## src/cbti_pkg.sv

```systemverilog
// shared types, constants and helpers for the custom-base text to integer block
`default_nettype none

package cbti_pkg;

  // fixed field widths
  localparam int CH_W      = 8;
  localparam int BASE_W    = 5;
  localparam int CFG_W     = 64;
  localparam int OUT_W     = 32;
  localparam int NUM_SLOTS = 16;
  localparam int SYM_IDX_W = 4;

  // parameter defaults
  localparam int MAX_SYMBOLS_DEF = 16;
  localparam int VALUE_BITS_DEF  = 32;

  // character codes
  localparam logic [CH_W-1:0] CH_NUL   = 8'h00;
  localparam logic [CH_W-1:0] CH_TAB   = 8'h09;
  localparam logic [CH_W-1:0] CH_CR    = 8'h0D;
  localparam logic [CH_W-1:0] CH_SPACE = 8'h20;
  localparam logic [CH_W-1:0] CH_PLUS  = 8'h2B;
  localparam logic [CH_W-1:0] CH_MINUS = 8'h2D;
  localparam logic [CH_W-1:0] CH_DEL   = 8'h7F;

  // configuration register indexes
  typedef enum logic [1:0] {
    REG_ALPHA_LO = 2'd0,
    REG_ALPHA_HI = 2'd1,
    REG_RADIX    = 2'd2
  } cfg_reg_t;

  // parse phase, one-hot
  typedef enum logic [3:0] {
    PH_SPACE = 4'b0001,
    PH_SIGN  = 4'b0010,
    PH_DIGIT = 4'b0100,
    PH_DONE  = 4'b1000
  } phase_t;

  // alphabet, symbol 0 in the lowest byte
  typedef logic [NUM_SLOTS-1:0][CH_W-1:0] sym_arr_t;

  // digit lookup result
  typedef struct packed {
    logic                 hit;
    logic [SYM_IDX_W-1:0] idx;
  } match_t;

  function automatic logic is_white(input logic [CH_W-1:0] c);
    return c inside {CH_SPACE, [CH_TAB:CH_CR]};
  endfunction

  function automatic logic is_sign(input logic [CH_W-1:0] c);
    return c inside {CH_PLUS, CH_MINUS};
  endfunction

  // bytes that may not serve as digit symbols
  function automatic logic is_bad_symbol(input logic [CH_W-1:0] c);
    return c inside {[CH_NUL:CH_SPACE], CH_PLUS, CH_MINUS, CH_DEL};
  endfunction

endpackage

`default_nettype wire

```

## src/cbti_alpha_check.sv

```systemverilog
// registered validity check of the configured digit alphabet
`default_nettype none

module cbti_alpha_check
  import cbti_pkg::*;
#(
  parameter int MAX_SYMBOLS = MAX_SYMBOLS_DEF
) (
  input  wire logic              clk,
  input  wire logic              rst_n,
  input  wire sym_arr_t          syms,
  input  wire logic [BASE_W-1:0] radix,
  output logic                   alpha_ok_r
);

  logic alpha_ok_nxt;

  // length bounds, bad symbols and repeated symbols among those in use
  always_comb begin
    alpha_ok_nxt = (radix >= BASE_W'(2)) && (radix <= BASE_W'(MAX_SYMBOLS));
    for (int i = 0; i < MAX_SYMBOLS; i++) begin
      if (BASE_W'(i) < radix) begin
        if (is_bad_symbol(syms[i])) begin
          alpha_ok_nxt = 1'b0;
        end
        for (int j = i + 1; j < MAX_SYMBOLS; j++) begin
          if ((BASE_W'(j) < radix) && (syms[j] == syms[i])) begin
            alpha_ok_nxt = 1'b0;
          end
        end
      end
    end
  end

  always_ff @(posedge clk) begin
    if (!rst_n) begin
      alpha_ok_r <= 1'b0;
    end else begin
      alpha_ok_r <= alpha_ok_nxt;
    end
  end

endmodule

`default_nettype wire

```

## src/cbti_symbol_match.sv

```systemverilog
// maps a character to its position in the digit alphabet
`default_nettype none

module cbti_symbol_match
  import cbti_pkg::*;
#(
  parameter int MAX_SYMBOLS = MAX_SYMBOLS_DEF
) (
  input  wire logic [CH_W-1:0]   ch,
  input  wire sym_arr_t          syms,
  input  wire logic [BASE_W-1:0] radix,
  output match_t                 match
);

  // compare against every lane in use, lowest position wins
  always_comb begin
    match.hit = 1'b0;
    match.idx = '0;
    for (int i = MAX_SYMBOLS - 1; i >= 0; i--) begin
      if ((BASE_W'(i) < radix) && (syms[i] == ch) && (ch != CH_NUL)) begin
        match.hit = 1'b1;
        match.idx = SYM_IDX_W'(i);
      end
    end
  end

endmodule

`default_nettype wire

```

## src/custom_base_text_to_integer.sv

```systemverilog
// top level of the custom-base text to integer block
//
//   port group   dir   handshake               payload
//   in_          in    in_valid / in_ready     in_ch, in_first
//   out_         out   out_valid / out_ready   out_value, out_finished
//   cfg_         in    cfg_valid / cfg_ready   cfg_index, cfg_data
//
// one word per cycle sustained while the output is not stalled; each word passes
// through the input register, then through the per-character update into the
// result register. the accumulate step (times base plus digit) closes the loop.
// a stalled output holds both stages; the input register takes a new word
// whenever the output register frees up. reset clears the parse to a fresh string
// and the alphabet registers to zero. cfg_ready is always high.
`default_nettype none

module custom_base_text_to_integer
  import cbti_pkg::*;
#(
  parameter int MAX_SYMBOLS = MAX_SYMBOLS_DEF,
  parameter int VALUE_BITS  = VALUE_BITS_DEF
) (
  input  wire logic                    clk,
  input  wire logic                    rst_n,
  input  wire logic                    in_valid,
  output logic                         in_ready,
  input  wire logic [CH_W-1:0]         in_ch,
  input  wire logic                    in_first,
  output logic                         out_valid,
  input  wire logic                    out_ready,
  output logic signed [OUT_W-1:0]      out_value,
  output logic                         out_finished,
  input  wire logic                    cfg_valid,
  output logic                         cfg_ready,
  input  wire logic [1:0]              cfg_index,
  input  wire logic [CFG_W-1:0]        cfg_data
);

  // configuration
  logic [CFG_W-1:0]  alpha_lo_r;
  logic [CFG_W-1:0]  alpha_hi_r;
  logic [BASE_W-1:0] radix_r;
  sym_arr_t          syms;
  logic              alpha_ok_r;

  // input stage
  logic              s1_valid_r, s1_valid_nxt;
  logic [CH_W-1:0]   s1_ch_r;
  logic              s1_first_r;

  // parse state
  phase_t                  phase_r, phase_nxt, ph_base;
  logic                    neg_r, neg_nxt, neg_base;
  logic [VALUE_BITS-1:0]   acc_r, acc_nxt, acc_base, acc_step;
  logic signed [VALUE_BITS-1:0] signed_val;

  // result stage
  logic                    out_valid_r, out_valid_nxt;
  logic signed [OUT_W-1:0] out_value_r, out_value_nxt;
  logic                    out_finished_r, out_finished_nxt;

  logic   adv;
  logic   fire;
  match_t match;

  assign cfg_ready = 1'b1;
  assign syms      = {alpha_hi_r, alpha_lo_r};

  // configuration writes
  always_ff @(posedge clk) begin
    if (!rst_n) begin
      alpha_lo_r <= '0;
      alpha_hi_r <= '0;
      radix_r    <= '0;
    end else if (cfg_valid) begin
      case (cfg_index)
        REG_ALPHA_LO: alpha_lo_r <= cfg_data;
        REG_ALPHA_HI: alpha_hi_r <= cfg_data;
        REG_RADIX:    radix_r    <= cfg_data[BASE_W-1:0];
        default:      ;
      endcase
    end
  end

  cbti_alpha_check #(
    .MAX_SYMBOLS(MAX_SYMBOLS)
  ) u_alpha_check (
    .clk       (clk),
    .rst_n     (rst_n),
    .syms      (syms),
    .radix     (radix_r),
    .alpha_ok_r(alpha_ok_r)
  );

  cbti_symbol_match #(
    .MAX_SYMBOLS(MAX_SYMBOLS)
  ) u_symbol_match (
    .ch      (s1_ch_r),
    .syms    (syms),
    .radix   (radix_r),
    .match   (match)
  );

  // flow control
  assign adv      = !out_valid_r || out_ready;
  assign fire     = s1_valid_r && adv;
  assign in_ready = !s1_valid_r || adv;

  always_comb begin
    s1_valid_nxt = s1_valid_r;
    if (in_valid && in_ready) begin
      s1_valid_nxt = 1'b1;
    end else if (adv) begin
      s1_valid_nxt = 1'b0;
    end
  end

  always_ff @(posedge clk) begin
    if (!rst_n) begin
      s1_valid_r <= 1'b0;
    end else begin
      s1_valid_r <= s1_valid_nxt;
    end
  end

  always_ff @(posedge clk) begin
    if (in_valid && in_ready) begin
      s1_ch_r    <= in_ch;
      s1_first_r <= in_first;
    end
  end

  // per-character update
  always_comb begin
    ph_base  = s1_first_r ? PH_SPACE : phase_r;
    neg_base = s1_first_r ? 1'b0 : neg_r;
    acc_base = s1_first_r ? '0 : acc_r;
    acc_step = VALUE_BITS'(acc_base * VALUE_BITS'(radix_r)) + VALUE_BITS'(match.idx);

    phase_nxt        = phase_r;
    neg_nxt          = neg_r;
    acc_nxt          = acc_r;
    out_value_nxt    = out_value_r;
    out_finished_nxt = out_finished_r;
    signed_val       = '0;

    if (fire) begin
      phase_nxt = ph_base;
      neg_nxt   = neg_base;
      acc_nxt   = acc_base;
      if (!alpha_ok_r) begin
        phase_nxt = PH_DONE;
      end else if ((ph_base == PH_SPACE) && is_white(s1_ch_r)) begin
        phase_nxt = PH_SPACE;
      end else if (((ph_base == PH_SPACE) || (ph_base == PH_SIGN)) && is_sign(s1_ch_r)) begin
        phase_nxt = PH_SIGN;
        if (s1_ch_r == CH_MINUS) begin
          neg_nxt = !neg_base;
        end
      end else if (ph_base != PH_DONE) begin
        if (match.hit) begin
          phase_nxt = PH_DIGIT;
          acc_nxt   = acc_step;
        end else begin
          phase_nxt = PH_DONE;
        end
      end

      // apply sign, then sign-extend or truncate to the result width
      signed_val       = neg_nxt ? (~acc_nxt + 1'b1) : acc_nxt;
      out_value_nxt    = alpha_ok_r ? OUT_W'(signed_val) : '0;
      out_finished_nxt = (phase_nxt == PH_DONE);
    end
  end

  always_ff @(posedge clk) begin
    if (!rst_n) begin
      phase_r <= PH_SPACE;
      neg_r   <= 1'b0;
      acc_r   <= '0;
    end else begin
      phase_r <= phase_nxt;
      neg_r   <= neg_nxt;
      acc_r   <= acc_nxt;
    end
  end

  // result register
  always_comb begin
    out_valid_nxt = out_valid_r;
    if (fire) begin
      out_valid_nxt = 1'b1;
    end else if (out_ready) begin
      out_valid_nxt = 1'b0;
    end
  end

  always_ff @(posedge clk) begin
    if (!rst_n) begin
      out_valid_r <= 1'b0;
    end else begin
      out_valid_r <= out_valid_nxt;
    end
  end

  always_ff @(posedge clk) begin
    out_value_r    <= out_value_nxt;
    out_finished_r <= out_finished_nxt;
  end

  assign out_valid    = out_valid_r;
  assign out_value    = out_value_r;
  assign out_finished = out_finished_r;

`ifndef ASSERT_OFF
  // a bad alphabet yields a zero, finished word
  a_bad_alpha_zero: assert property (@(posedge clk) disable iff (!rst_n)
    (rst_n && fire && !alpha_ok_r) |=> (out_value == '0 && out_finished))
    else $error("bad alphabet did not give a zero finished word");

  // a stopped parse stays stopped until a new string starts
  a_done_sticky: assert property (@(posedge clk) disable iff (!rst_n)
    (rst_n && phase_r == PH_DONE && !(fire && s1_first_r)) |=> (phase_r == PH_DONE))
    else $error("parse left the stopped phase without a new string");

  // the finished flag matches the phase left by the same word
  a_finished_phase: assert property (@(posedge clk) disable iff (!rst_n)
    (rst_n && fire) |=> (out_finished == (phase_r == PH_DONE)))
    else $error("finished flag disagrees with parse phase");

  // the accumulator only moves when a word is processed
  a_acc_hold: assert property (@(posedge clk) disable iff (!rst_n)
    (rst_n && !fire) |=> ($stable(acc_r) && $stable(neg_r)))
    else $error("parse state changed with no word processed");
`endif

endmodule

`default_nettype wire

```

## config.mk

```make
export PLATFORM = sky130hd
export DESIGN_NAME = custom_base_text_to_integer
export DESIGN_NICKNAME = d
export VERILOG_FILES = /design/src/cbti_pkg.sv /design/src/cbti_alpha_check.sv /design/src/cbti_symbol_match.sv /design/src/custom_base_text_to_integer.sv
export SDC_FILE = /design/constraint.sdc
export NUM_CORES = 2
export LEC_CHECK = 0
export BUFFER_PORTS_ARGS = -buffer_cell sky130_fd_sc_hd__buf_4
export CAP_MARGIN = 15
export CELL_PAD_IN_SITES_DETAIL_PLACEMENT = 1
export CELL_PAD_IN_SITES_GLOBAL_PLACEMENT = 1
export CORE_ASPECT_RATIO = 0.6
export CORE_MARGIN = 3
export CORE_UTILIZATION = 32
export DETAILED_ROUTE_END_ITERATION = 16
export PLACE_DENSITY = 0.67
export SLEW_MARGIN = 40
export SYNTH_ARGS = -nofsm -noshare
export SYNTH_HDL_FRONTEND = slang
export SYNTH_SLANG_ARGS = --single-unit
```

## constraint.sdc

```tcl
create_clock -name clk -period 10.4 [get_ports clk]
set_input_delay 0.52 -clock clk [delete_from_list [all_inputs] [get_ports clk]]
set_output_delay 0.52 -clock clk [all_outputs]
set_load 0.02 [all_outputs]
```

== Word-level counts from Yosys, hierarchy flattened ==
Cells that the tools add are included.

* Bits in registers: 215
* Bits of input ports: 80
* Logic and storage cells: 660

* Add/subtract/negate cells: 2
* Multiply operators: 1
* Order comparisons: 52
* Eq/ne operators: 193
* Muxes and demuxes: 193
* Bitwise logic cells: 1
* Reduce and logical (&&, ||, !) cells: 205

{| class="wikitable"
|+ Operators by type and width
! cell !! number
|-
| $eq A8 B8 Y1 || 136
|-
| $eq A8 B6 Y1 const B || 35
|-
| $mux W32 || 8
|-
| $logic_and A1 B1 Y1 || 174
|-
| $mux W1 || 162
|-
| $eq A8 B7 Y1 const B || 16
|-
| $ge A8 B1 Y1 const B || 16
|-
| $le A8 B6 Y1 const B || 16
|-
| $mux W5 || 16
|-
| $reduce_bool A4 Y1 || 16
|-
| $lt A4 B5 Y1 const A || 8
|-
| $add A32 B1 Y32 const B || 1
|-
| $add A32 B4 Y32 || 1
|-
| $mul A32 B5 Y32 || 1
|-
| $not A32 Y32 || 1
|-
| $mux W4 || 7
|-
| $lt A3 B5 Y1 const A || 4
|-
| $lt A1 B5 Y1 const A || 2
|-
| $lt A2 B5 Y1 const A || 2
|-
| $ge A8 B4 Y1 const B || 1
|-
| $le A8 B4 Y1 const B || 1
|-
| $reduce_bool A2 Y1 || 4
|-
| $reduce_bool A8 Y1 || 1
|-
| $reduce_and A2 Y1 || 3
|-
| other kinds (11) || 15
|}

== Depth between registers and ports, before layout ==
* Word-level depth: 155
* Depth in mapped cells: 28
* Mapped depth without buffers: 26

== Modules after synthesis ==
From an unflattened synthesis, not the netlist that was laid out.

* Cell total of the unflattened synthesis: 3803
* Area total of the unflattened synthesis: 29683.5 um^2

{| class="wikitable"
|+ By module, submodules not included
! module !! times used !! cells each !! area an instance (um^2) !! seq. area each (um^2)
|-
| custom_base_text_to_integer || 1 || 1720 || 14332.5 || 4704.5
|-
| cbti_alpha_check || 1 || 1816 || 13371.6 || 20.0
|-
| cbti_symbol_match || 1 || 267 || 1979.4 || 0.0
|}

== Worst setup path after synthesis ==
No wires, ideal clock.

* Kind: register to register
* Start: register s1_ch_r[1]
* End: register out_value_r[29] (netlist: out_value[29]) (data pin)
* Setup time: 262 ps
* Arrival: 6102 ps
* Slack: 4036 ps
* Stages on the path, launching flop included: 26
* Buffers on the path: 2
* Period minus slack after synthesis: 6364 ps
* Cell sequence: edfxtp_1 buf_6 buf_2 xnor2_1 nand4_1 nor4_1 nor2_1 a211oi_1 o21ai_0 fa_1 inv_1 ha_1 ha_1 ha_1 fa_1 a211oi_1 nor2_1 xor2_1 o21bai_1 or4_1 nor3b_1 nand3_1 o21a_1 o41ai_2 o21ai_1 mux2_1

* Cells in the longest elaborated chain, start to end: 29
* Elaborated cells between the ends (all ways): 90

{| class="wikitable"
|+ Ends and longest elaborated chain
! what !! line !! source
|-
| start: declaration || custom_base_text_to_integer.sv:47 || <nowiki>logic [CH_W-1:0] s1_ch_r;</nowiki>
|-
| start signal: assignment || custom_base_text_to_integer.sv:127 || <nowiki>s1_ch_r <= in_ch;</nowiki>
|-
| $eq A8 B8 Y1 || cbti_symbol_match.sv:20 || <nowiki>if ((BASE_W'(i) < radix) && (syms[i] == ch) && (ch != CH_NUL)) begin</nowiki>
|-
| $logic_and A1 B1 Y1 (2 in series) || cbti_symbol_match.sv:20 ||
|-
| $mux W5 (16 in series) || cbti_symbol_match.sv:20 ||
|-
| $add A32 B4 Y32 || custom_base_text_to_integer.sv:137 || <nowiki>acc_step = VALUE_BITS'(acc_base * VALUE_BITS'(radix_r)) + VALUE_BITS'(match.idx);</nowiki>
|-
| $mux W32 || custom_base_text_to_integer.sv:160 || <nowiki>if (match.hit) begin</nowiki>
|-
| $mux W32 || custom_base_text_to_integer.sv:159 || <nowiki>end else if (ph_base != PH_DONE) begin</nowiki>
|-
| $mux W32 || custom_base_text_to_integer.sv:154 || <nowiki>end else if (((ph_base == PH_SPACE) || (ph_base == PH_SIGN)) && is_sign(s1_ch_r)) begin</nowiki>
|-
| $mux W32 || custom_base_text_to_integer.sv:152 || <nowiki>end else if ((ph_base == PH_SPACE) && is_white(s1_ch_r)) begin</nowiki>
|-
| $mux W32 || custom_base_text_to_integer.sv:150 || <nowiki>if (!alpha_ok_r) begin</nowiki>
|-
| $mux W32 || custom_base_text_to_integer.sv:146 || <nowiki>if (fire) begin</nowiki>
|-
| $not A32 Y32 || custom_base_text_to_integer.sv:169 || <nowiki>signed_val = neg_nxt ? (~acc_nxt + 1'b1) : acc_nxt;</nowiki>
|-
| $add A32 B1 Y32 || custom_base_text_to_integer.sv:169 ||
|-
| $mux W32 * || custom_base_text_to_integer.sv:169 ||
|-
| end signal: assignment || custom_base_text_to_integer.sv:206 || <nowiki>out_value_r <= out_value_nxt;</nowiki>
|-
| end: declaration || custom_base_text_to_integer.sv:58 || <nowiki>logic signed [OUT_W-1:0] out_value_r, out_value_nxt;</nowiki>
|}

Every way passes the cells marked *; elsewhere a longest branch is shown, timed or not. The select of a mux whose other input is x is not followed.
A chain may end at the register's enable or synchronous reset.

== Worst setup path in the final report ==
* Start: register s1_ch_r[2]
* End: register out_value_r[29] (netlist: out_value[29]) (data pin)

The elaborated chain is that of the path after synthesis.

==> reports/results.txt <==
status: finished, final reports clean
remaining antenna violation count: 0
distinct cell type count after synthesis: 89
cell row count: 85
Final Cycle Share: 79.4%
maximum buffer depth of the clock tree: 3
maximum number of pins on one net before global-route repair: 101
Critical Path RT: 10.75 ns
Multi-input gate area: 22,500 sq um
post-cts resize count: 0
filler instances: 10,799
busiest grt layer: met1
# diodes: 0
drt drc: 0
slew at the pin with the worst max-slew slack: 0.971 ns
CTS sink cnt: 215
initial antenna violation count: 7
P_leak: 0.0127 uW
grt ovf: 0
RSZ-0062 raised after global routing: no
Yosys Warn Count: 0
Top Ports: 116
detailed placement HPWL: 93,400 microns
setup tns final: 0 ns
register area: 4730 sq um
Max Clk Rate: 121 MHz
H-tree Lvls: 1
GRT met3 Usage: 9.29%
Peak supply drop: 105 uV
met2 usage: 38.3%
layout cells sized above 1: 10.1%
Hold-fix buffers, CTS: 0
min Tclk post-route: 8.25 ns
clock latency on the worst-skew pair: 0.61 ns
CP max FO: 14
worst hold-check path type: primary input to flip-flop
Top FF cell, synth: dfxtp_1
power density cells: 85.7 nW/um^2
die span in y: 240 microns
cells after synthesis: 3,739
Final Skew: 0.0285 ns
Final Util: 35.7%
Crit path arrival time: 8.60 ns
Post-synth ARST share: 0%
Die W: 396 microns
Pre-Repair DR Iteration Count: 6
final hold vios: 0
met1 Usage GRT: 41.0%
total CTS buffers: 27
number of buffers added on ports: 114
Seq/Total Area, Yosys: 16.2%
GP Congestion: 1.01
Final Max Slew Viols: 0
core footprint: 90,100 sq um
vias per cell: 5.95
Final setup viols: 0
Post-synth EDFFs: 42
die area: 95,100 sq um
syn avg cell area: 7.82 sq um
Post-Syn Nets: 3,968
Setup crit end kind: flip-flop
Rel. slew slack: 34.7%
Max Cap Viol: 0
Layout Nets: 3,886
Via Count: 29,117
mapped cell area: 29,200 sq um
CTS tree: yes
CTS root buf: clkbuf_16
Starting Density: 32.4%
FF+latch count, synth: 215
Post-Route WL: 138,000 microns
post-DR wirelength/cell: 28.2 microns
post-CTS setup buffer count: 0
number of global-route vias before repair: 28,554
Layout area overhead: 10.1%
WS Path Type: flip-flop to flip-flop
Iteration-0 DRC Markers: 3,762
first-pass GRT wire length: 201,000 microns
Critical Path Start Type: flip-flop
total track usage: 28.1%
Clock Pin Slew Worst Setup and Hold Paths: 0.07 ns
==> sequential cells by signal, summed over array words and instances (netlist names) <==
signal and cells:
neg_r 1, s1_valid_r 1, s1_ch_r 8, out_value 32, out_valid 1, acc_r 32, alpha_lo_r 64, out_finished 1
phase_r 4, s1_first_r 1, u_alpha_check.alpha_ok_r 1, alpha_hi_r 64, radix_r 5
==> cells in the final DEF, fill, tap and decap left out, drive strengths merged, types with 8 or more instances in the layout <==
master	count
and3	18
a21oi	86
o211ai	14
clkinv	10
clkbuf	33
nor4	112
and2	71
fa	86
nand4	206
o31ai	24
buf	284
a21boi	131
o21bai	8
nand2	434
o21ai	49
dfxtp	173
xor2	385
o211a	25
nand3	38
o21a	8
nor2b	40
or2	10
edfxtp	42
a211oi	13
nor2	115
inv	120
nor3	106
a21o	10
ha	63
a22oi	11
a31oi	56
mux2i	25
xnor2	764
a32o	11
or3	9
==> through the flow <==
step	setup slack [ns]	hold slack [ns]	std cells	area (sq um)	total power, uW
floorplan	4.04	0.439	3739	29200	1490
global placement	2.50	0.455	4842	31200	1750
detailed placement	2.36	0.478	4846	31300	1770
CTS	2.32	0.0523	4896	32200	2750
global route	1.57	0.0568	4896	32200	2860
finish	2.15	0.0879	4896	32200	2760
==> path summary, 6_finish.rpt <==
path / slack (ns) / to / startpoint / depth (start not counted)
worst max register to register: 2.15 / out_value[29] / s1_ch_r[2] / 24
worst min-delay path: 0.09 / s1_first_r / in_first / 1
worst max-delay path: 2.15 / out_value[29] / s1_ch_r[2] / 24
worst min register to register: 0.48 / acc_r[16] / acc_r[16] / 2
==> critical path, cell delays in order (launching register included) <==
cell,delay (ns)
edfxtp_1,0.72
buf_4,0.34
nor2_1,0.10
and3_4,0.28
nor4_1,0.52
nor2_1,0.15
a211oi_1,0.32
o21ai_0,0.19
fa_1,0.57
inv_1,0.04
ha_1,0.26
ha_1,0.29
ha_1,0.23
fa_1,0.51
a211oi_1,0.49
nor2_1,0.12
xor2_1,0.18
o21bai_1,0.19
or4_1,0.52
nor3b_1,0.48
nand3_1,0.22
o21a_1,0.28
o41ai_2,0.47
o21ai_1,0.17
mux2_1,0.34
==> area by class of cell <==
type | instances | share of cell area (%)
Multi-Input combinational cell | 3010 | 69.8
Sequential cell | 215 | 14.7
Timing Repair Buffer | 284 | 6.74
Tap cell | 1218 | 4.74
Clock buffer | 33 | 2.20
Inverter | 119 | 1.39
Clock inverter | 17 | 0.459
==> kinds of logic after synthesis <==
logic type,synth area share (%)
simple gates,20.4
xor+xnor,34.5
buf+inv,7.20
compound gates,12.1
flops,16.2
fa+ha+maj,8.59
mux,1.06
other cells,0.0128
==> routing by layer <==
| layer | share of wire (%) | up-vias |
|---|---|---|
| met1 | 45 | 14643 |
| met5 | 0.038 | - |
| met3 | 13 | 334 |
| met2 | 38 | 1781 |
| met4 | 3.6 | 8 |
| li1 | - | 12351 |
==> cells in the mapped netlist (all sizes together) (4+ instances only) <==
master | number | share of area [%]
a211oi | 13 | 0.35
a21boi | 131 | 3.4
a21o | 10 | 0.26
a21oi | 86 | 1.5
a22oi | 11 | 0.30
a311oi | 7 | 0.21
a31oi | 56 | 1.2
a32o | 11 | 0.38
a41oi | 7 | 0.21
and2 | 71 | 1.5
and3 | 18 | 0.42
buf | 233 | 3.6
clkbuf | 162 | 2.1
dfxtp | 173 | 12
edfxtp | 42 | 4.3
fa | 86 | 5.9
ha | 63 | 2.7
inv | 118 | 1.5
mux2i | 25 | 0.94
nand2 | 434 | 5.6
nand2b | 5 | 0.11
nand3 | 38 | 0.65
nand3b | 5 | 0.13
nand4 | 206 | 4.4
nor2 | 115 | 1.5
nor2b | 40 | 0.86
nor3 | 106 | 1.9
nor3b | 4 | 0.10
nor4 | 112 | 2.5
o2111ai | 4 | 0.12
o211a | 25 | 0.86
o211ai | 14 | 0.38
o21a | 8 | 0.21
o21ai | 49 | 0.84
o21bai | 8 | 0.21
o22ai | 4 | 0.086
o311ai | 7 | 0.21
o31ai | 24 | 0.63
or2 | 10 | 0.21
or3 | 9 | 0.19
xnor2 | 764 | 23
xor2 | 385 | 12
==> power by group <==
part	total, uW	internal (uW)	switching [uW]
sequential	916	878	37.9
combinational	874	327	548
clock	966	533	433
Power figures use the tool's default switching activity.
